## config.mk

```make
export PLATFORM = sky130hd
export DESIGN_NAME = imvc_ctrl
export DESIGN_NICKNAME = d
export VERILOG_FILES = /design/src/imvc_pkg.sv /design/src/imvc_ctrl.sv
export SDC_FILE = /design/constraint.sdc
export NUM_CORES = 1
export LEC_CHECK = 0
export ABC_AREA = 1
export BUFFER_PORTS_ARGS = -buffer_cell sky130_fd_sc_hd__buf_4
export CAP_MARGIN = 20
export CORE_AREA = 2 2 39 41
export CTS_BUF_LIST = sky130_fd_sc_hd__clkbuf_8 sky130_fd_sc_hd__clkbuf_16
export DETAILED_ROUTE_END_ITERATION = 10
export DIE_AREA = 0 0 41 43
export PLACE_DENSITY = 0.66
export SLEW_MARGIN = 40
export SYNTH_ARGS = -nofsm -noshare
export SYNTH_HDL_FRONTEND = slang
export SYNTH_SLANG_ARGS = --single-unit
```

## constraint.sdc

```tcl
create_clock -name clk -period 1 [get_ports clk]
set_input_delay 0.05 -clock clk [delete_from_list [all_inputs] [get_ports clk]]
set_output_delay 0.05 -clock clk [all_outputs]
set_load 0.01 [all_outputs]
```

## src/imvc_pkg.sv

```systemverilog
// Package for the induction motor vector control step.
// Holds fixed-point helpers, opcodes and controller state type; no dependencies.
package imvc_pkg;

	localparam int NUM_REGS = 8;
	localparam logic [2:0] REG_KP   = 3'd0;
	localparam logic [2:0] REG_KI   = 3'd1;
	localparam logic [2:0] REG_DT   = 3'd2;
	localparam logic [2:0] REG_LM   = 3'd3;
	localparam logic [2:0] REG_LR   = 3'd4;
	localparam logic [2:0] REG_TAU  = 3'd5;
	localparam logic [2:0] REG_NF   = 3'd6;
	localparam logic [2:0] REG_SYNC = 3'd7;

	typedef enum logic [1:0] {
		ST_IDLE,
		ST_RUN,
		ST_WAIT,
		ST_OUT
	} ctrl_state_t;

	typedef enum logic [2:0] {
		OP_NONE,
		OP_MUL,
		OP_DIV
	} op_t;

	typedef struct packed {
		logic start;
		logic [5:0] step;
		logic load;
	} dp_cmd_t;

	typedef struct packed {
		logic busy;
		logic last_step;
	} dp_stat_t;

	localparam logic signed [63:0] S64_MAX = 64'sh7fff_ffff_ffff_ffff;
	localparam logic signed [63:0] S64_MIN = 64'sh8000_0000_0000_0000;

	function automatic logic signed [63:0] sadd(input logic signed [63:0] a,
		input logic signed [63:0] b);
		logic signed [64:0] s;
		s = {a[63], a} + {b[63], b};
		if (s > 65'sd9223372036854775807) return S64_MAX;
		if (s < -65'sd9223372036854775808) return S64_MIN;
		return s[63:0];
	endfunction

	function automatic logic signed [63:0] ssub(input logic signed [63:0] a,
		input logic signed [63:0] b);
		logic signed [64:0] s;
		s = {a[63], a} - {b[63], b};
		if (s > 65'sd9223372036854775807) return S64_MAX;
		if (s < -65'sd9223372036854775808) return S64_MIN;
		return s[63:0];
	endfunction

	function automatic logic signed [63:0] clampv(input logic signed [63:0] v,
		input logic signed [63:0] lim);
		if (v > lim) return lim;
		if (v < -lim) return -lim;
		return v;
	endfunction

	function automatic logic [63:0] mag(input logic signed [63:0] v);
		return v[63] ? 64'(-v) : 64'(v);
	endfunction

	function automatic logic signed [63:0] sat_mag(input logic [63:0] m, input logic neg);
		logic [63:0] t;
		t = (m > 64'h7fff_ffff_ffff_ffff) ? 64'h7fff_ffff_ffff_ffff : m;
		return neg ? -$signed(t) : $signed(t);
	endfunction

endpackage

```

## src/imvc_ctrl.sv

```systemverilog
// Controller state machine that sequences the datapath micro-steps for one sample.
// Depends on imvc_pkg.
module imvc_ctrl (
	input  logic clk,
	input  logic arst_n,
	input  logic in_req,
	output logic in_take,
	output logic out_req,
	input  logic out_take,
	output imvc_pkg::dp_cmd_t cmd,
	input  imvc_pkg::dp_stat_t stat
);
	import imvc_pkg::*;

	ctrl_state_t state_q, state_d;
	logic [5:0] step_q, step_d;

	always_ff @(posedge clk or negedge arst_n) begin
		if (!arst_n) begin
			state_q <= ST_IDLE;
			step_q <= '0;
		end else begin
			state_q <= state_d;
			step_q <= step_d;
		end
	end

	always_comb begin
		state_d = state_q;
		step_d = step_q;
		in_take = 1'b0;
		out_req = 1'b0;
		cmd.start = 1'b0;
		cmd.load = 1'b0;
		cmd.step = step_q;
		unique case (state_q)
			ST_IDLE: begin
				in_take = 1'b1;
				if (in_req) begin
					cmd.load = 1'b1;
					step_d = '0;
					state_d = ST_RUN;
				end
			end
			ST_RUN: begin
				cmd.start = 1'b1;
				state_d = ST_WAIT;
			end
			ST_WAIT: begin
				if (!stat.busy) begin
					if (stat.last_step) begin
						state_d = ST_OUT;
					end else begin
						step_d = step_q + 6'd1;
						state_d = ST_RUN;
					end
				end
			end
			ST_OUT: begin
				out_req = 1'b1;
				if (out_take)
					state_d = ST_IDLE;
			end
			default: state_d = ST_IDLE;
		endcase
	end

endmodule

```

==> results_tabular.tex <==
\begin{tabular}{lr}
\hline
Metric & Value \\
\hline
\multicolumn{2}{l}{\textbf{Status}} \\
Outcome & finished with violations \\
Failing checks & negative setup slack \\
\multicolumn{2}{l}{\textbf{Synthesis}} \\
Mapped Cells & 66 \\
Cell types with the largest area share after synthesis & sky130\_fd\_sc\_hd\_\_dfrtp\_1, sky130\_fd\_sc\_hd\_\_nand2\_1, sky130\_fd\_sc\_hd\_\_nand3\_1 \\
EDFF count, synth & 0 \\
Post-synthesis sequential element count & 8 \\
Most used flip-flop cell after synthesis & sky130\_fd\_sc\_hd\_\_dfrtp\_1 \\
Synthesized area & 519 um2 \\
Mean instance size in the synthesized netlist & 7.87 um2 \\
Async set-reset flop share out of synthesis & 100\% \\
Post-Syn Nets & 73 \\
Warning count from the yosys run & 0 \\
Portion of the post-synthesis area used by sequential elements & 38.6\% \\
Cell accounting for the most synthesized area & sky130\_fd\_sc\_hd\_\_dfrtp\_1 \\
Proportion of netlist area held by the largest area contributor & 38.6\% \\
Unique cell type count in the Yosys netlist & 24 \\
\multicolumn{2}{l}{\textbf{Clocking}} \\
CTS tree & built \\
Reg clk slew, reported paths & 40 ps \\
Clk\_lat worst skew & 230 ps \\
Clock Sinks & 8 \\
Clock buffers created by TritonCTS & 3 \\
CTS Root Buffer Type & sky130\_fd\_sc\_hd\_\_clkbuf\_8 \\
Maximum clock insertion buffer count & 2 \\
H-tree level count & 1 \\
\multicolumn{2}{l}{\textbf{Placed design}} \\
Port buffer count & 15 \\
Weighted congestion at the end of routability-driven global placement & 0.727 \\
Post-DP HPWL & 931 um \\
\multicolumn{2}{l}{\textbf{Route}} \\
Total routed wirelength & 1230 um \\
Detail-routed via count per cell & 4.84 \\
Antenna-violating nets left & 0 \\
First-pass DRT Iterations & 3 \\
Post-detailed-route wirelength per cell & 11.1 um \\
DRC & 0 \\
Overall via count from detail\_route & 537 \\
DRC violation total after the first TritonRoute iteration & 3 \\
\multicolumn{2}{l}{\textbf{Setup path}} \\
Slowest stage delay, CP & 480 ps \\
Crit path DAT & 1300 ps \\
Slowest cell on the critical path & sky130\_fd\_sc\_hd\_\_dfrtp\_2 \\
End of the worst register-to-register path & step\_q[1] \\
Worst-path fanout max & 8 \\
Count of buffer and inverter cells on the critical path & 1 \\
Startpoint of the most critical setup path & state\_q[0] \\
R2R cell count & 5 \\
Type of destination of the critical path & register \\
List of cells traversed by the critical path & a21o\_1, nor2\_8, inv\_6, nand2\_1, nand2\_1 \\
Worst R2R Start & state\_q[0] \\
Kind of cell with the highest combined delay on the critical path & flip-flops \\
Sort of element at the start of the critical path & register \\
Crit Path Class & reg2reg \\
Library cell appearing most often on the critical path & sky130\_fd\_sc\_hd\_\_nand2\_1 \\
Flop2flop setup slack & -180 ps \\
Required arrival time at the worst endpoint & 1120 ps \\
\multicolumn{2}{l}{\textbf{Finish}} \\
Most common cell after layout, fill and taps aside & sky130\_fd\_sc\_hd\_\_buf\_4 \\
Net count, final & 103 \\
Most frequent cells in the layout & sky130\_fd\_sc\_hd\_\_buf\_4, sky130\_fd\_sc\_hd\_\_nand2\_1, sky130\_fd\_sc\_hd\_\_buf\_6 \\
Ant diodes & 0 \\
Fraction of layout cells with a size suffix above 1 & 57.9\% \\
Final core area utilization & 63.3\% \\
Synth-to-layout area growth & 68.7\% \\
\multicolumn{2}{l}{\textbf{STA}} \\
Fin Clk Skew & 0.652 ps \\
FMAX & 0.849 GHz \\
Fin. max-slew vios & 0 \\
Fin. Hold Viols & 0 \\
Final Worst Setup Slack & -178 ps \\
Sum Neg Setup Slack & -1720 ps \\
Slew HR & 84.9\% \\
Worst-Margin Slew & 226 ps \\
Setup repair after global routing missed its margin & true \\
Fin crit share & 118\% \\
Number of setup violations in the final report & 13 \\
Fin crit period & 1180 ps \\
\multicolumn{2}{l}{\textbf{Pwr}} \\
Net switching share of the total power & 41.6\% \\
Part of the power in the clock network & 16.7\% \\
Power dissipated by switching net loads & 1.01 mW \\
Internal power contribution & 1.41 mW \\
PD cells & 2760 nW/um2 \\
Static power due to leakage & 0.439 nW \\
Tot Pwr & 2.42 mW \\
Combinational group share of total power & 59.6\% \\
Peak supply drop & 1680 uV \\
Seq pwr share & 23.7\% \\
\multicolumn{2}{l}{\textbf{Global route}} \\
Largest net degree at the start of global routing & 9 \\
Met1 Resource Use GR & 23.1\% \\
M3 GR Usage & 4.71\% \\
Number of global-route vias before repair & 502 \\
GR Layer Usage met2 & 28.7\% \\
Overall routing resource usage & 18.9\% \\
Total global routing overflow & 0 \\
Antenna violations before repair & 0 \\
Global-route wire length before repair & 2210 um \\
GRT Max-Usage Layer & met2 \\
\multicolumn{2}{l}{\textbf{Die}} \\
Core region area & 1380 um2 \\
I/O Pins & 16 \\
Vertical die dimension & 43 um \\
Initial standard-cell utilization of the core & 37.5\% \\
Die Footprint & 1760 um2 \\
Number of rows created at floorplan & 14 \\
DIE WIDTH & 41 um \\
\multicolumn{2}{l}{\textbf{Hold path}} \\
Min-Delay Startpoint & out\_take \\
Hold/Removal Path Class & in2reg \\
Capture endpoint of the worst hold path & state\_q[0] \\
Hold Path Cell Cnt & 4 \\
\multicolumn{2}{l}{\textbf{Run}} \\
Count of maximum capacitance violations & 0 \\
\hline
\end{tabular}
cell families after synthesis:
family                     after synthesis  share of synthesized area (%)
AOI/OAI and AO/OA                        9                           12.3
and+or+nand+nor                         37                           37.6
DFF                                      8                           38.6
buffers and inverters                   11                           9.16
adders and majority gates                1                           2.41
worst reg2reg max path, stage by stage (launching register included):
cell and delay [ps]:
sky130_fd_sc_hd__dfrtp_2 480, sky130_fd_sc_hd__a21o_1 240, sky130_fd_sc_hd__nor2_8 170, sky130_fd_sc_hd__inv_6 70
sky130_fd_sc_hd__nand2_1 70, sky130_fd_sc_hd__nand2_1 50
cells in the mapped netlist (2+ instances only):
cell / number
sky130_fd_sc_hd__inv_1: 7
sky130_fd_sc_hd__nor2_2: 2
sky130_fd_sc_hd__nand2_1: 15
sky130_fd_sc_hd__nand3_1: 8
sky130_fd_sc_hd__o21ai_2: 3
sky130_fd_sc_hd__nor2_1: 4
sky130_fd_sc_hd__inv_2: 2
sky130_fd_sc_hd__dfrtp_1: 8
sky130_fd_sc_hd__nand4_1: 2
per-layer routing:
metal  vias up  part of all wire [%]
met3         3                   6.1
met5         -                     0
met4         0                   1.7
met1       243                    40
li1        274                     -
met2        17                    52
layout make-up:
type / instances / area, um2
fillers: 122 / 508
multi-input cells: 47 / 338
repair buffers: 26 / 228
flip-flops and latches: 8 / 203
inverters: 10 / 42.5
clock buffers: 3 / 41.3
well taps: 16 / 20.0
clock inverters: 1 / 3.75
state kept, by name, summed over array words and instances, names as in the netlist:
name / cells
state_q: 2
step_q: 6
how the worst max path moves through the flow:
stage,slack [ps],cells after the start,end
finish,-180,5,step_q[1]
global route,-230,5,step_q[4]
CTS,-150,7,step_q[3]
detailed placement,-170,5,step_q[3]
global placement,-150,5,step_q[3]
floorplan,-120,6,step_q[3]
power by group through the flow:
| stage | clock [mW] | combinational, mW | sequential (mW) |
|---|---|---|---|
| final | 0.403 | 1.44 | 0.574 |
| after global routing | 0.438 | 1.56 | 0.595 |
| after CTS | 0.414 | 1.35 | 0.575 |
| after detailed placement | 0 | 1.18 | 0.560 |
| after global placement | 0 | 1.17 | 0.559 |
| after floorplan | 0 | 0.723 | 0.532 |
per-stage QoR:
stage	instances	worst slack (ps)	instance area, um2	hold WS (ps)
2_1_floorplan	66	-116	554	-246
3_3_place_gp	106	-151	751	-124
3_5_place_dp	106	-165	751	-124
4_1_cts	111	-150	851	142
5_1_grt	111	-227	876	166
6_report	111	-178	876	143
repair_timing:
item	4_1_cts	5_1_grt
setup buffers	0	0
setup endpoints to repair	13	13
hold buffers	1	0
hold endpoints to repair	8	0
gates resized for setup	14	6
pin swaps	3	4
Note: power is estimated with default switching activity, not from simulation.
